**src/rtl/dtrk_pkg.sv**
```systemverilog
package dtrk_pkg;

    localparam int DistW    = 16;
    localparam int PatW     = 12;
    localparam int CntW     = 3;
    localparam int PairW    = 2;
    localparam int CfgAddrW = 2;
    localparam int CfgDataW = 16;

    localparam logic [CntW-1:0] LastStep    = 3'd5;
    localparam logic [CntW-1:0] TriggerStep = 3'd4;

    localparam logic [DistW-1:0] MinDistRst  = 16'd2;
    localparam logic [DistW-1:0] MaxDistRst  = 16'd200;
    localparam logic [PatW-1:0]  LeftPatRst  = 12'd180;
    localparam logic [PatW-1:0]  RightPatRst = 12'd120;

    typedef enum logic [1:0] {
        OP_SAMPLE  = 2'd0,
        OP_ANALYZE = 2'd1,
        OP_CLEAR   = 2'd2
    } t_op;

    typedef enum logic [1:0] {
        DIR_NONE  = 2'd0,
        DIR_LEFT  = 2'd1,
        DIR_RIGHT = 2'd2
    } t_dir;

    typedef enum logic [CfgAddrW-1:0] {
        REG_MIN_DIST  = 2'd0,
        REG_MAX_DIST  = 2'd1,
        REG_LEFT_PAT  = 2'd2,
        REG_RIGHT_PAT = 2'd3
    } t_reg_idx;

    typedef struct packed {
        logic [DistW-1:0] win_lo;
        logic [DistW-1:0] win_hi;
        logic [PatW-1:0]  left_steps;
        logic [PatW-1:0]  right_steps;
    } t_cfg;

    // expected (left, right) pair at one step; steps past the table read as zero
    function automatic logic [PairW-1:0] step_pair(input logic [PatW-1:0] pattern,
                                                   input logic [CntW-1:0] step);
        logic [PairW-1:0] pair;
        case (step)
            3'd0: pair = pattern[1:0];
            3'd1: pair = pattern[3:2];
            3'd2: pair = pattern[5:4];
            3'd3: pair = pattern[7:6];
            3'd4: pair = pattern[9:8];
            3'd5: pair = pattern[11:10];
            default: pair = '0;
        endcase
        return pair;
    endfunction

endpackage

```
**src/rtl/dtrk_cfg_regs.sv**
```systemverilog
module dtrk_cfg_regs (
    input  logic                          i_clk,
    input  logic                          i_rst_n,
    input  logic                          i_cfg_we,
    input  logic [dtrk_pkg::CfgAddrW-1:0] i_cfg_addr,
    input  logic [dtrk_pkg::CfgDataW-1:0] i_cfg_data,
    output dtrk_pkg::t_cfg                o_cfg
);

    dtrk_pkg::t_cfg r_cfg;

    always_ff @(posedge i_clk) begin
        if (!i_rst_n) begin
            r_cfg.win_lo      <= dtrk_pkg::MinDistRst;
            r_cfg.win_hi      <= dtrk_pkg::MaxDistRst;
            r_cfg.left_steps  <= dtrk_pkg::LeftPatRst;
            r_cfg.right_steps <= dtrk_pkg::RightPatRst;
        end else if (i_cfg_we) begin
            case (i_cfg_addr)
                dtrk_pkg::REG_MIN_DIST:  r_cfg.win_lo      <= i_cfg_data;
                dtrk_pkg::REG_MAX_DIST:  r_cfg.win_hi      <= i_cfg_data;
                dtrk_pkg::REG_LEFT_PAT:  r_cfg.left_steps  <= i_cfg_data[dtrk_pkg::PatW-1:0];
                dtrk_pkg::REG_RIGHT_PAT: r_cfg.right_steps <= i_cfg_data[dtrk_pkg::PatW-1:0];
                default: ;
            endcase
        end
    end

    assign o_cfg = r_cfg;

endmodule

```
**src/rtl/dtrk_progress.sv**
```systemverilog
module dtrk_progress (
    input  logic [dtrk_pkg::CntW-1:0]  i_count,
    input  logic [dtrk_pkg::PatW-1:0]  i_pattern,
    input  logic [dtrk_pkg::PairW-1:0] i_prev,
    input  logic [dtrk_pkg::PairW-1:0] i_cur,
    output logic [dtrk_pkg::CntW-1:0]  o_count
);

    logic [dtrk_pkg::CntW-1:0]  count;
    logic [dtrk_pkg::PairW-1:0] at_pair;
    logic [dtrk_pkg::PairW-1:0] fwd_pair;
    logic [dtrk_pkg::PairW-1:0] back_pair;

    always_comb begin
        count     = (i_count > dtrk_pkg::LastStep) ? '0 : i_count;
        at_pair   = dtrk_pkg::step_pair(i_pattern, count);
        fwd_pair  = dtrk_pkg::step_pair(i_pattern, count + 3'd1);
        back_pair = dtrk_pkg::step_pair(i_pattern, count - 3'd1);

        if (count < dtrk_pkg::LastStep && i_prev == at_pair && i_cur == fwd_pair) begin
            o_count = count + 3'd1;
        end else if (count != '0 && i_prev == at_pair && i_cur == back_pair) begin
            o_count = count - 3'd1;
        end else if (i_cur != at_pair) begin
            o_count = '0;
        end else begin
            o_count = count;
        end
    end

endmodule

```
**src/rtl/two_sensor_direction_tracker_top.sv**
```systemverilog
// Tracks a movement past two distance sensors. Each transaction on the slave side is a
// sensor sample, an analyze step, a clear or an unused code that changes nothing, and
// yields exactly one result transaction with the held direction and both pattern
// progress counts after that event. The block has two register stages: an input
// register and the tracker state, which also serves as the result register. An accepted
// transaction waits in the input register until the result slot is free, then loads the
// tracker state. A new item can be accepted every cycle as long as results are taken, as
// the progress counters are combinational. Configuration writes take effect on the next
// clock and are meant to happen only while no transaction is in flight.
module two_sensor_direction_tracker_top (
    input  logic                                i_clk,
    input  logic                                i_rst_n,
    input  logic                                i_cfg_we,
    input  logic [dtrk_pkg::CfgAddrW-1:0]       i_cfg_addr,
    input  logic [dtrk_pkg::CfgDataW-1:0]       i_cfg_data,
    input  logic                                s_axis_tvalid,
    output logic                                s_axis_tready,
    input  logic [15:0]                         s_axis_tdata,  // distance
    input  logic [2:0]                          s_axis_tuser,  // operation[1:0], sensor_id[2]
    output logic                                m_axis_tvalid,
    input  logic                                m_axis_tready,
    output logic [7:0]                          m_axis_tdata   // direction_code[1:0],
                                                               // left_count[4:2],
                                                               // right_count[7:5]
);

    dtrk_pkg::t_cfg cfg;

    logic                         r_in_valid;
    logic [1:0]                   r_op;
    logic                         r_sensor;
    logic [dtrk_pkg::DistW-1:0]   r_dist;

    logic                         r_out_valid;
    logic                         r_left_present;
    logic                         r_right_present;
    logic                         r_left_before;
    logic                         r_right_before;
    logic [dtrk_pkg::CntW-1:0]    r_left_progress;
    logic [dtrk_pkg::CntW-1:0]    r_right_progress;
    dtrk_pkg::t_dir               r_held_dir;

    logic                         n_left_present;
    logic                         n_right_present;
    logic                         n_left_before;
    logic                         n_right_before;
    logic [dtrk_pkg::CntW-1:0]    n_left_progress;
    logic [dtrk_pkg::CntW-1:0]    n_right_progress;
    dtrk_pkg::t_dir               n_held_dir;

    logic                         load_out;
    logic                         hit;
    logic [dtrk_pkg::PairW-1:0]   prev_pair;
    logic [dtrk_pkg::PairW-1:0]   cur_pair;
    logic [dtrk_pkg::CntW-1:0]    left_adv;
    logic [dtrk_pkg::CntW-1:0]    right_adv;

    dtrk_cfg_regs u_cfg (
        .i_clk      (i_clk),
        .i_rst_n    (i_rst_n),
        .i_cfg_we   (i_cfg_we),
        .i_cfg_addr (i_cfg_addr),
        .i_cfg_data (i_cfg_data),
        .o_cfg      (cfg)
    );

    assign prev_pair = {r_right_before, r_left_before};
    assign cur_pair  = {r_right_present, r_left_present};

    dtrk_progress u_left (
        .i_count   (r_left_progress),
        .i_pattern (cfg.left_steps),
        .i_prev    (prev_pair),
        .i_cur     (cur_pair),
        .o_count   (left_adv)
    );

    dtrk_progress u_right (
        .i_count   (r_right_progress),
        .i_pattern (cfg.right_steps),
        .i_prev    (prev_pair),
        .i_cur     (cur_pair),
        .o_count   (right_adv)
    );

    // the stored state is the result, so it only moves when the result slot is free
    assign load_out      = r_in_valid && (!r_out_valid || m_axis_tready);
    assign s_axis_tready = !r_in_valid || load_out;

    assign hit = (r_dist > cfg.win_lo) && (r_dist < cfg.win_hi);

    always_comb begin
        n_left_present   = r_left_present;
        n_right_present  = r_right_present;
        n_left_before    = r_left_before;
        n_right_before   = r_right_before;
        n_left_progress  = r_left_progress;
        n_right_progress = r_right_progress;
        n_held_dir       = r_held_dir;
        case (r_op)
            dtrk_pkg::OP_SAMPLE: begin
                if (!r_sensor) begin
                    n_left_before  = r_left_present;
                    n_left_present = hit;
                end else begin
                    n_right_before  = r_right_present;
                    n_right_present = hit;
                end
            end
            dtrk_pkg::OP_ANALYZE: begin
                n_left_progress  = left_adv;
                n_right_progress = right_adv;
                if (left_adv == dtrk_pkg::TriggerStep) begin
                    n_held_dir = dtrk_pkg::DIR_LEFT;
                end else if (right_adv == dtrk_pkg::TriggerStep) begin
                    n_held_dir = dtrk_pkg::DIR_RIGHT;
                end else begin
                    n_held_dir = dtrk_pkg::DIR_NONE;
                end
            end
            dtrk_pkg::OP_CLEAR: begin
                n_left_progress  = '0;
                n_right_progress = '0;
            end
            default: ;
        endcase
    end

    always_ff @(posedge i_clk) begin
        if (!i_rst_n) begin
            r_in_valid <= 1'b0;
        end else if (s_axis_tready) begin
            r_in_valid <= s_axis_tvalid;
        end
    end

    always_ff @(posedge i_clk) begin
        if (s_axis_tready && s_axis_tvalid) begin
            r_op     <= s_axis_tuser[1:0];
            r_sensor <= s_axis_tuser[2];
            r_dist   <= s_axis_tdata;
        end
    end

    always_ff @(posedge i_clk) begin
        if (!i_rst_n) begin
            r_out_valid      <= 1'b0;
            r_left_present   <= 1'b0;
            r_right_present  <= 1'b0;
            r_left_before    <= 1'b0;
            r_right_before   <= 1'b0;
            r_left_progress  <= '0;
            r_right_progress <= '0;
            r_held_dir       <= dtrk_pkg::DIR_NONE;
        end else begin
            if (load_out) begin
                r_out_valid      <= 1'b1;
                r_left_present   <= n_left_present;
                r_right_present  <= n_right_present;
                r_left_before    <= n_left_before;
                r_right_before   <= n_right_before;
                r_left_progress  <= n_left_progress;
                r_right_progress <= n_right_progress;
                r_held_dir       <= n_held_dir;
            end else if (m_axis_tready) begin
                r_out_valid <= 1'b0;
            end
        end
    end

    assign m_axis_tvalid = r_out_valid;
    assign m_axis_tdata  = {r_right_progress, r_left_progress, r_held_dir};

endmodule

```
**config.mk**
```make
export PLATFORM = sky130hd
export DESIGN_NAME = two_sensor_direction_tracker_top
export DESIGN_NICKNAME = d
export VERILOG_FILES = /design/src/rtl/dtrk_pkg.sv /design/src/rtl/dtrk_cfg_regs.sv /design/src/rtl/dtrk_progress.sv /design/src/rtl/two_sensor_direction_tracker_top.sv
export SDC_FILE = /design/constraint.sdc
export NUM_CORES = 1
export LEC_CHECK = 0
export BUFFER_PORTS_ARGS = -buffer_cell sky130_fd_sc_hd__buf_4
export CAP_MARGIN = 15
export CORE_AREA = 10 10 127 94
export DETAILED_ROUTE_END_ITERATION = 12
export DIE_AREA = 0 0 137 104
export PLACE_DENSITY_LB_ADDON = 0.05
export SLEW_MARGIN = 15
export SYNTH_ARGS = -nofsm -noshare
export SYNTH_HDL_FRONTEND = slang
export SYNTH_SLANG_ARGS = --single-unit
```
**constraint.sdc**
```tcl
create_clock -name i_clk -period 3.9 [get_ports i_clk]
set_clock_uncertainty 0.2 [all_clocks]
set_input_delay 0.195 -clock i_clk [delete_from_list [all_inputs] [get_ports i_clk]]
set_output_delay 0.195 -clock i_clk [all_outputs]
set_load 0.05 [all_outputs]
```
# After elaboration in Yosys (flattened, before gate mapping)
# Cells that the tools add are included.
# Widths: inputs -> output; s select.
# op_classes
reduce_logical,35
add_sub_neg,4
n_eq_ne,45
n_mux,20
order_cmp,6
bitwise_logic,1
# op_table
cell,count
$pmux 2 s6,6
$eq 3x3->1 const B,14
$eq 3x2->1 const B,12
$mux 3,8
$eq 3x1->1 const B,6
$logic_not 3->1,6
$gt 16x16->1,1
$lt 16x16->1,1
$eq 2x2->1,6
$pmux 3 s2,2
$reduce_and 2->1,6
$logic_and 1x1->1,11
$add 3x1->3 const B,2
$eq 2x2->1 const B,3
$gt 3x3->1 const B,2
$lt 3x3->1 const B,2
$reduce_and 3->1,2
$reduce_bool 3->1,2
$sub 3x1->3 const B,2
$eq 2x1->1 const B,2
$logic_not 2->1,2
$mux 2,2
$ne 2x2->1,2
$reduce_bool 2->1,2
4 further kinds,7
# totals
out_inout_bits,10
in_bits,42
word_cells,127
reg_bits,89

# Logic depth before layout (Yosys ltp)
# Gate-level depths: netlist (run 1).
# depth
depth_word,12
ltp_mapped,14
ltp_nobuf,12

# By module
# Synthesis (run 1) repeated with hierarchy kept, for this count alone.
# hier_totals
cells_unflattened,601
area_unflattened_um2,5576.6
# by_module_without_submodules
module,cells_per_inst,seq_area_each_um2,area_per_inst_um2,n_inst
dtrk_cfg_regs,211,1121.1,2160.8,1
two_sensor_direction_tracker_top,198,850.8,1984.4,1
dtrk_progress,96,0.0,715.7,2

# Worst setup path after synthesis (run 1)
# OpenSTA, ideal clock, no wires.
# synth_path
path_type,register to register
startpoint,reg r_left_progress[0] (netlist name)
endpoint,reg r_held_dir[1]
arrival_ps,3343
period_less_slack_ps,3639
slack_ps,261
path_stages_with_launch,15
n_path_buf,3
path_cell_list,dfxtp_1 buf_2 buf_1 buf_1 and2_1 ha_1 and3b_1 o21ai_0 o2111ai_1 xnor2_1 nand4_2 nand2_1 mux2i_1 a31o_2 o41ai_2
# synth_between
elab_chain_cells,11
word_cells_on_any_way,40
cone_classes,add/sub (2); order compare (2); eq/ne (20); mux (8); reduce/logical (8)
# synth_rtl
element,line,rtl
start: declaration,two_sensor_direction_tracker_top.sv:39,logic [dtrk_pkg::CntW-1:0] r_left_progress;
start signal: assignment,two_sensor_direction_tracker_top.sv:162,r_left_progress <= n_left_progress;
$gt 3x3->1,dtrk_progress.sv:15,count = (i_count > dtrk_pkg::LastStep) ? '0 : i_count;
$mux 3 (*),dtrk_progress.sv:15,
"$sub 3x1->3, or another cell as far along","dtrk_progress.sv:18, dtrk_progress.sv:23",
"$eq 3x3->1, or another cell as far along",dtrk_pkg.sv:48,case (step)
$pmux 2 s6 / $eq 2x2->1 (equally long branches),"dtrk_pkg.sv:48, dtrk_progress.sv:20, dtrk_progress.sv:22",
$eq 2x2->1 / $logic_and 1x1->1 (equally long branches),dtrk_progress.sv:22,end else if (count != '0 && i_prev == at_pair && i_cur == back_pair) begin
$logic_and 1x1->1,dtrk_progress.sv:22,
$mux 3,dtrk_progress.sv:22,
$mux 3 (*),dtrk_progress.sv:20,if (count < dtrk_pkg::LastStep && i_prev == at_pair && i_cur == fwd_pair) begin
$eq 3x3->1 (*),two_sensor_direction_tracker_top.sv:113,if (left_adv == dtrk_pkg::TriggerStep) begin
$mux 2 (*),two_sensor_direction_tracker_top.sv:113,
end signal: assignment,two_sensor_direction_tracker_top.sv:154,r_held_dir <= dtrk_pkg::DIR_NONE;
end signal: assignment,two_sensor_direction_tracker_top.sv:164,r_held_dir <= n_held_dir;
end: declaration,two_sensor_direction_tracker_top.sv:41,dtrk_pkg::t_dir r_held_dir;
# Every way passes the cells marked *; elsewhere a longest branch is shown, timed or not.
# A chain may end at the register's enable or synchronous reset.

# Final worst setup path (run 1)
# layout_path
startpoint,reg r_left_progress[1] (netlist name)
endpoint,reg r_held_dir[0]
# Same word-level chain as after synthesis.

==> metrics, run 1 <==
row count 30; core area 0.00953 mm²; Sw Ratio 0.249; GPL Wtd Cong 0.946; Syn Nets 706; synth top area cells dfxtp_1 (27%), edfxtp_1 (11%), nand2_1 (9.1%); switching power 0.000558 W; DIE HEIGHT 104 µm; hpwl dp 10.2 mm; fraction of layout cells with a size suffix above 1 0.126; Clock Latency Late Sink 0.35 ns; Initial Utilization 0.554; Die X 137 µm; fin cells 832; most common cell in the synthesized netlist nand2_1; #FFs+latches synth 89; synth warn 0; clock buffer depth 2; number of diodes 0; Post-DRT Antenna Nets 0; NumNets Final 777; die area 0.0142 mm²; post-CTS setup buffer count 0; post-synth cell types 60; placed cell areas 0.00575 mm²; Pwr Density 347 mW/mm²; CTS tree yes; Commonest cells post-synth nand2_1 (128), dfxtp_1 (70), a21boi_0 (46); first-pass GRT wire length 24.2 mm; Hold WS 0.0831 ns; fraction of power consumed by sequential logic 0.449; vias in the first global route 4779; syn_area_per_cell 8.42 µm²; routed wire length 14.3 mm; IO Count 52; initial antenna violation count 0; Worst-Margin Slew 1.03 ns; Post-synth EDFFs 19; Worst slew margin 0.311; synthesized instance count 628; CP Max Fanout 16; final setup vio count 0; largest net degree at the start of global routing 73; Yosys top cell area share 0.265; cell accounting for the most synthesized area dfxtp_1; Num CTS Buffers 9; period utilization 0.924; worst vdd ir 0.238 mV; internal power 0.00168 W; Fin. Hold Viols 0; Seq. cell area 0.00197 mm²; Root Buffer clkbuf_16; Worst path slowest cell a222oi_1; DRC viols 0; R2R setup slack 0.30 ns; CP Data Arrival Time 3.69 ns; initial DRC count 417; critical path's largest stage delay 0.55 ns; post-route cell area 0.00644 mm²; vias after detailed routing 4723; post-synthesis sequential area ratio 0.373; Syn Std Cell Area 0.00529 mm²; Max Cap Viol 0; Leak 2.52 nW; clock sink total 89; Hold Path Class in -> reg; reg2reg start r_left_progress[1]; Port Buffers 51; crit end category flip-flop; RSZ-0062 raised after global routing false; CP startpoint kind flip-flop; Max H-tree Level 3; # fillers 758; grt ovf 0; crit path launch r_left_progress[1]; Vias/cell 5.68; Setup Crit Path Kind reg -> reg; multi-input logic area 0.00302 mm²; Fin Setup TNS 0 ns; worst slack at placement 0.409 ns; Final min period 3.60 ns; Inst Count DP 779; per-cell routed wire length 17.2 µm; TritonRoute pass-1 iters 5; Clk pwr share 0.421; achievable frequency 0.277 GHz; Data required, critical path 3.99 ns; asr flop ratio synth 0; overall routing resource usage 0.207; Final Max Slew Viols 0; worst min-delay path startpoint i_cfg_addr[1]; CP Cell Sequence nor2b_1 > and2_1 > ha_1 > a222oi_1 > a21oi_1 > nor4_4 > nand3_1 > and3b_1 > nor3_1 > a31o_2 > and3_1; Layout area overhead 21.9%; Final WS setup 0.295 ns; Worst-path clk slew 0.07 ns; ys flop type dfxtp_1; Comb pwr share 0.130; status finished clean
[final cells by class]
type | instances | share of cell area
clock inverters | 7 | 0.0144
well taps | 128 | 0.0249
flip-flops and latches | 89 | 0.306
multi-input cells | 460 | 0.469
clock buffers | 9 | 0.0350
repair buffers | 95 | 0.125
inverters | 44 | 0.0256
[cells by family (layout without fill, tap and decap cells)]
logic type               after synthesis  in the layout  share of synthesized area
AND/OR/NAND/NOR                      243            243                      0.225
AO/OA/AOI/OAI                        152            152                      0.203
flip-flops                            89             89                      0.373
buffers and inverters                 79            155                     0.0575
adder cells (fa/ha/maj)               36             36                     0.0852
multiplexers                          19             19                     0.0395
XOR/XNOR                              10             10                     0.0166
[registers in the layout (all words and copies together), names as in the netlist]
| name | count |
|---|---|
| r_dist | 16 |
| r_right_before | 1 |
| r_right_present | 1 |
| r_held_dir | 2 |
| r_right_progress | 3 |
| m_axis_tvalid | 1 |
| r_sensor | 1 |
| u_cfg.o_cfg | 56 |
| r_in_valid | 1 |
| r_left_progress | 3 |
| r_left_present | 1 |
| r_left_before | 1 |
| r_op | 2 |
[worst max-delay path: cells and delay by family (launching register included)]
family / cells / cell delay [ns]
AOI/OAI and AO/OA: 3 / 0.97
adders and majority gates: 1 / 0.20
DFF: 1 / 0.47
and+or+nand+nor: 7 / 1.70
[cell usage in the layout (no fill, tap or decap), drive strengths merged, types with 10 or more instances in the layout]
master / n
nand2: 128
dfxtp: 70
buf: 58
a21boi: 46
inv: 46
dlygate4sd3: 37
ha: 36
a21oi: 28
edfxtp: 19
nand3: 17
nor2b: 16
nor2: 16
o21ai: 16
mux2i: 13
and3: 11
xnor2: 10
[metrics by stage]
step / util / total power (W)
detailed placement: 0.603 / 0.00128
finish: 0.676 / 0.00224
global route: 0.676 / 0.00233
global placement: 0.603 / 0.00127
CTS: 0.675 / 0.00225
floorplan: - / 0.00118
[what timing repair did]
item                                   4_1_cts  5_1_grt
endpoints found under the hold margin       77        0
resized for setup                            0        0
hold buffers                                37        0
setup endpoints to repair                    0        0
[power by group through the flow]
stage	Combinational [W]	Clock, W	Sequential (W)
after CTS	0.000288	0.000958	0.00100
after detailed placement	0.000256	0	0.00103
after global routing	0.000326	0.000997	0.00101
after global placement	0.000247	0	0.00102
after floorplan	0.000162	0	0.00102
final	0.000291	0.000942	0.00100
[final timing paths]
kind / end / cells after the start
worst min-delay path: u_cfg.o_cfg[40] / 4
worst min register to register: u_cfg.o_cfg[44] / 2
worst max register to register: r_held_dir[0] / 11
worst max-delay path: r_held_dir[0] / 11
[routing by layer]
metal  part of all wire  vias to the layer above  global-route usage
met5                  0                        -                   0
met4             0.0062                        0              0.0375
met3              0.063                       13              0.0652
met2               0.45                      124               0.314
met1               0.48                     2250               0.282
li1                   -                     2336                   -
Note: power is estimated with default switching activity, not from simulation.
==> run 2: changes to the inputs <==
--- a/config.mk
+++ b/config.mk
@@ -11,6 +11,7 @@
 export DETAILED_ROUTE_END_ITERATION = 12
 export DIE_AREA = 0 0 137 104
 export PLACE_DENSITY_LB_ADDON = 0.05
+export RECOVER_POWER = 100
 export SLEW_MARGIN = 15
 export SYNTH_ARGS = -nofsm -noshare
 export SYNTH_HDL_FRONTEND = slang
==> run 2 against run 1 <==
Against the previous run: the run now ends with capacitance limit, slew limit left; highest routed layer unchanged; cell area shrank 0.91%; register-to-register slack barely moved; die area is the same; clock-buffer cell count unchanged; critical path depth unchanged; global-route usage stayed put; fmax is 0.23% lower; first-iteration DRC count grew 4.6%; utilization down 0.62 points; non-clock buffer count did not move; critical endpoint is now r_held_dir[1]; sequential cell count did not move; critical path type unchanged; power is 0.22% lower.
==> metrics, run 2 (synthesized netlist as in run 1, its figures left out) <==
max reg flops 56 (unchanged); Initial Utilization 0.554 (unchanged); clock buffer depth 2 (unchanged); Port Buffers 51 (unchanged); core area 0.00953 mm² (unchanged); Fin. Hold Viols 0 (unchanged); CTS tree yes (unchanged); Worst-Margin Slew 2.12 ns (was 1.03 ns); GPL Wtd Cong 0.946 (unchanged); Fin Setup TNS 0 ns (unchanged); Hold WS 0.145 ns (was 0.0831 ns); per-cell routed wire length 17.2 µm (about the same); first-pass GRT wire length 24.2 mm (unchanged); row count 30 (unchanged); largest net degree at the start of global routing 73 (unchanged); total power 0.00223 W (was 0.00224 W); DIE HEIGHT 104 µm (unchanged); CP Cell Sequence nor2b_1 > and2_1 > ha_1 > a222oi_1 > a21oi_1 > nor4_4 > nand4_1 > nand2_1 > mux2i_1 > a31o_2 > o41ai_2 (was nor2b_1 > and2_1 > ha_1 > a222oi_1 > a21oi_1 > nor4_4 > nand3_1 > and3b_1 > nor3_1 > a31o_2 > and3_1); most frequent cells in the layout nand2_1 (128), dfxtp_1 (70), a21boi_0 (46) (was nand2_1 (128), dfxtp_1 (70), buf_4 (58)); Layout area overhead 20.8% (was 21.9%); CP startpoint kind flip-flop (unchanged); failing checks capacitance limit, slew limit; initial DRC count 436 (was 417); leading cell type in the layout, fill and taps excluded nand2_1 (unchanged); DRC viols 0 (unchanged); critical path's largest stage delay 0.56 ns (was 0.55 ns); Final min period 3.61 ns (was 3.60 ns); Vias/cell 5.70 (was 5.68); Worst slew margin -0.418 (was 0.311); hpwl dp 10.2 mm (unchanged); fraction of layout cells with a size suffix above 1 0.108 (was 0.126); crit path buf inv count 0 (unchanged); vias after detailed routing 4746 (was 4723); worst r2r path cells 11 (unchanged); number of diodes 0 (unchanged); Num CTS Buffers 9 (unchanged); initial antenna violation count 0 (unchanged); Hold Path Class in -> reg (unchanged); NumNets Final 777 (unchanged); # fillers 775 (was 758); Max H-tree Level 3 (unchanged); Post-DRT Antenna Nets 0 (unchanged); crit path launch r_left_progress[1] (unchanged); Data required, critical path 3.95 ns (was 3.99 ns); TritonRoute pass-1 iters 5 (unchanged); Max Cap Viol 1 (was 0); routed wire length 14.3 mm (about the same); post-CTS setup buffer count 0 (unchanged); CP delay by family, top simple AND/OR/NAND/NOR gates (unchanged); clock sink total 89 (unchanged); # resized after CTS 0 (unchanged); multi-input logic area 0.00300 mm² (was 0.00302 mm²); die area 0.0142 mm² (unchanged); Root Buffer clkbuf_16 (unchanged); CP Max Fanout 16 (unchanged); hold_buf cts 37 (unchanged); Seq. cell area 0.00197 mm² (unchanged); RSZ-0062 raised after global routing false (unchanged); worst setup path end r_held_dir[1] (was r_held_dir[0]); Final Max Slew Viols 18 (was 0); Critical Path Stages 11 (unchanged); Clock Latency Late Sink 0.35 ns (about the same); period utilization 0.927 (was 0.924); CP Data Arrival Time 3.67 ns (was 3.69 ns); R2R setup slack 0.29 ns (was 0.30 ns); reg2reg start r_left_progress[1] (unchanged); grt ovf 0 (unchanged); status finished with violations (was finished clean); crit end category flip-flop (unchanged); Die X 137 µm (unchanged); Pwr Density 350 mW/mm² (was 347 mW/mm²); achievable frequency 0.277 GHz (about the same); Worst path slowest cell a222oi_1 (unchanged); Setup Crit Path Kind reg -> reg (unchanged); Worst-path clk slew 0.07 ns (about the same); Leak 2.46 nW (was 2.52 nW); worst vdd ir 0.238 mV (about the same); overall routing resource usage 0.207 (unchanged); Reg-to-Reg End r_held_dir[1] (was r_held_dir[0]); final setup vio count 0 (unchanged); vias in the first global route 4779 (unchanged); IO Count 52 (unchanged)
==> run 2: through the flow <==
| step | setup slack, ns | std cells | util | instance area [µm²] |
|---|---|---|---|---|
| floorplan | 0.261 | 628 | - | 5290 |
| global placement | 0.501 | 779 | 0.603 | 5750 |
| detailed placement | 0.409 | 779 | 0.603 | 5750 |
| CTS | 0.368 | 832 | 0.675 | 6440 |
| global route | 0.0369 | 832 | 0.670 | 6380 |
| finish | 0.287 | 832 | 0.670 | 6380 |
==> run 2: cell type report <==
cell class | instances | area share
inverter | 44 | 0.0259
clock buffer | 9 | 0.0353
sequential | 89 | 0.309
timing repair buffer | 95 | 0.120
clock inverter | 7 | 0.0145
multi-input combinational | 460 | 0.471
tap | 128 | 0.0251
==> run 2: worst reg2reg max path: cells and delay by family, from the launching register on <==
| family | cells | cell delay (ns) |
|---|---|---|
| fa+ha+maj | 1 | 0.20 |
| simple gates | 5 | 1.28 |
| flops | 1 | 0.46 |
| compound gates | 4 | 1.28 |
| mux | 1 | 0.11 |
==> run 2: routing by layer <==
metal  global-route usage  share of wire
met1                0.282           0.47
met2                0.314           0.45
met3               0.0652          0.076
met4               0.0375         0.0062
met5                    0              0
==> run 2: how the worst min path moves through the flow <==
stage / startpoint / endpoint / slack, ns / cells after the start
global route: i_rst_n / u_cfg.o_cfg[3] / 0.17 / 2
floorplan: s_axis_tdata[0] / r_dist[0] / 0.09 / 0
detailed placement: s_axis_tdata[13] / r_dist[13] / 0.17 / 1
global placement: s_axis_tdata[10] / r_dist[10] / 0.17 / 1
CTS: i_cfg_addr[1] / u_cfg.o_cfg[54] / 0.13 / 4
finish: i_rst_n / u_cfg.o_cfg[3] / 0.14 / 2
==> run 2: power breakdown <==
group	internal, W	switching [W]
clock network	0.000563	0.000379
registers	0.000978	0.0000273
logic	0.000136	0.000150
==> run 3: changes to the inputs <==
==> constraint.sdc (replaced) <==
create_clock -name i_clk -period 3.95 [get_ports i_clk]
set_clock_uncertainty 0.2 [all_clocks]
set_input_delay 0.1975 -clock i_clk [delete_from_list [all_inputs] [get_ports i_clk]]
set_output_delay 0.1975 -clock i_clk [all_outputs]
set_load 0.05 [all_outputs]
==> run 3 against run 2 <==
Against the previous run: the flow now finishes without violations; die area stayed put; sequential share of layout area about the same; non-clock buffer count rose by 1; clock power is 3.2% lower; wire length about the same; first-iteration DRC count increased by 1.1%; power decreased by 2.2%; combinational power down 2%; register-to-register slack barely moved; final cell count up 0.12%.
==> metrics, run 3 (synthesized netlist as in run 1, its figures left out) <==
# fillers 804 (was 775); Layout area overhead 20.9% (was 20.8%); reg2reg start r_right_progress[0] (was r_left_progress[1]); Vias/cell 5.72 (was 5.70); CP delay by family, top compound AO/OA/AOI/OAI gates (was simple AND/OR/NAND/NOR gates); die area 0.0142 mm² (unchanged); total power 0.00218 W (was 0.00223 W); Initial Utilization 0.554 (unchanged); Inst Count DP 780 (was 779); CP Max Fanout 17 (was 16); initial DRC count 441 (was 436); Critical Path Stages 9 (was 11); core area 0.00953 mm² (unchanged); number of diodes 0 (unchanged); Pwr Density 342 mW/mm² (was 350 mW/mm²); Reg-to-Reg End r_held_dir[1] (unchanged); crit path buf inv count 1 (was 0); RSZ-0062 raised after global routing false (unchanged); Worst slew margin 0.0921 (was -0.418); fin cells 833 (was 832); largest net degree at the start of global routing 73 (unchanged); overall routing resource usage 0.202 (was 0.207); leading cell type in the layout, fill and taps excluded nand2_1 (unchanged); crit path launch r_right_progress[0] (was r_left_progress[1]); Data required, critical path 4.00 ns (was 3.95 ns); GPL Wtd Cong 0.909 (was 0.946); clock buffer depth 2 (unchanged); per-cell routed wire length 17.2 µm (about the same); initial antenna violation count 0 (unchanged); achievable frequency 0.272 GHz (was 0.277 GHz); worst vdd ir 0.286 mV (was 0.238 mV); clock sink total 89 (unchanged); max reg flops 56 (unchanged); worst setup path end r_held_dir[1] (unchanged); final setup vio count 0 (unchanged); Root Buffer clkbuf_16 (unchanged); Seq. cell area 0.00197 mm² (unchanged); Die X 137 µm (unchanged); DRC viols 0 (unchanged); Final min period 3.67 ns (was 3.61 ns); CP Cell Sequence clkbuf_1 > nand3b_1 > a32oi_1 > o21a_1 > o22ai_1 > or3_1 > a41o_1 > or2_0 > o41ai_2 (was nor2b_1 > and2_1 > ha_1 > a222oi_1 > a21oi_1 > nor4_4 > nand4_1 > nand2_1 > mux2i_1 > a31o_2 > o41ai_2); CTS tree yes (unchanged); row count 30 (unchanged); R2R setup slack 0.28 ns (was 0.29 ns); post-CTS setup buffer count 0 (unchanged); crit end category flip-flop (unchanged); Post-DRT Antenna Nets 0 (unchanged); Hold Path Class in -> reg (unchanged); most frequent cells in the layout nand2_1 (128), dfxtp_1 (70), a21boi_0 (46) (unchanged); vias in the first global route 4627 (was 4779); vias after detailed routing 4763 (was 4746); grt ovf 0 (unchanged); critical path's largest stage delay 0.66 ns (was 0.56 ns); hpwl dp 10.3 mm (was 10.2 mm); CP Data Arrival Time 3.72 ns (was 3.67 ns); CP startpoint kind flip-flop (unchanged); multi-input logic area 0.00302 mm² (was 0.00300 mm²); Clock Latency Late Sink 0.34 ns (was 0.35 ns); Worst-path clk slew 0.07 ns (about the same); fraction of layout cells with a size suffix above 1 0.104 (was 0.108); Leak 2.45 nW (was 2.46 nW); Max H-tree Level 3 (unchanged); status finished clean (was finished with violations); TritonRoute pass-1 iters 5 (unchanged); Max Cap Viol 0 (was 1); Fin Setup TNS 0 ns (unchanged); Hold WS 0.139 ns (was 0.145 ns); IO Count 52 (unchanged); Worst-Margin Slew 1.36 ns (was 2.12 ns); worst r2r path cells 9 (was 11); routed wire length 14.3 mm (about the same); Num CTS Buffers 9 (unchanged); Final Max Slew Viols 0 (was 18); first-pass GRT wire length 23.6 mm (was 24.2 mm); Fin. Hold Viols 0 (unchanged); DIE HEIGHT 104 µm (unchanged); Worst path slowest cell clkbuf_1 (was a222oi_1); period utilization 0.929 (was 0.927); Port Buffers 51 (unchanged); Setup Crit Path Kind reg -> reg (unchanged); NumNets Final 778 (was 777)
run 3: cell types whose count changed in the layout (fill, tap and decap cells not counted):
cell and delta:
clkbuf_1 +5, clkinv_2 -3, and2_0 +2, and2_1 -2
inv_6 -2, clkinvlp_4 +1, nand4_1 -1, nand4_2 +1
nor4_1 -1, nor4_2 +1, or3b_1 +1, or3b_2 -1
run 3: worst register-to-register path, cell delays in order (launching register included):
cell	delay (ns)
dfxtp_1	0.55
clkbuf_1	0.66
nand3b_1	0.15
a32oi_1	0.40
o21a_1	0.16
o22ai_1	0.11
or3_1	0.50
a41o_1	0.29
or2_0	0.22
o41ai_2	0.35
run 3: worst min-delay path by stage:
stage | cells after the start | slack [ns] | to | start
after floorplan | 0 | 0.1 | r_dist[0] | s_axis_tdata[0]
after global placement | 1 | 0.18 | r_dist[10] | s_axis_tdata[10]
after detailed placement | 1 | 0.18 | r_dist[12] | s_axis_tdata[12]
after CTS | 4 | 0.06 | u_cfg.o_cfg[49] | i_cfg_addr[1]
after global routing | 4 | 0.17 | u_cfg.o_cfg[51] | i_cfg_addr[1]
final | 4 | 0.14 | u_cfg.o_cfg[49] | i_cfg_addr[1]
run 3: layout make-up:
class	instances	area share
Timing Repair Buffer	96	0.120
Clock inverter	3	0.0106
Inverter	44	0.0258
Sequential cell	89	0.309
Tap cell	128	0.0251
Multi-Input combinational cell	460	0.472
Clock buffer	13	0.0376
run 3: metal layers:
layer / vias to the layer above / track usage / share of wire
met1: 2269 / 0.288 / 0.49
met3: 10 / 0.0425 / 0.059
met4: 0 / 0.0420 / 0.0065
li1: 2345 / - / -
met2: 139 / 0.305 / 0.44
met5: - / 0 / 0
run 3: report_power, final:
group / switching (W) / internal (W)
clock network: 0.000356 / 0.000556
logic: 0.000147 / 0.000133
registers: 0.0000277 / 0.000965
run 3: repair_timing:
item / in CTS / in global routing
hold endpoints to repair: 77 / 0
endpoints found under the setup margin: 0 / 1
resized for setup: 0 / 1
hold buffers: 37 / 0
run 3: metrics by stage:
stage          utilization  worst slack, ns  instance area, µm²
2_1_floorplan            -            0.311                5290
3_3_place_gp         0.604            0.521                5760
3_5_place_dp         0.604            0.445                5760
4_1_cts              0.675            0.399                6430
5_1_grt              0.670           0.0599                6390
6_report             0.670            0.279                6390
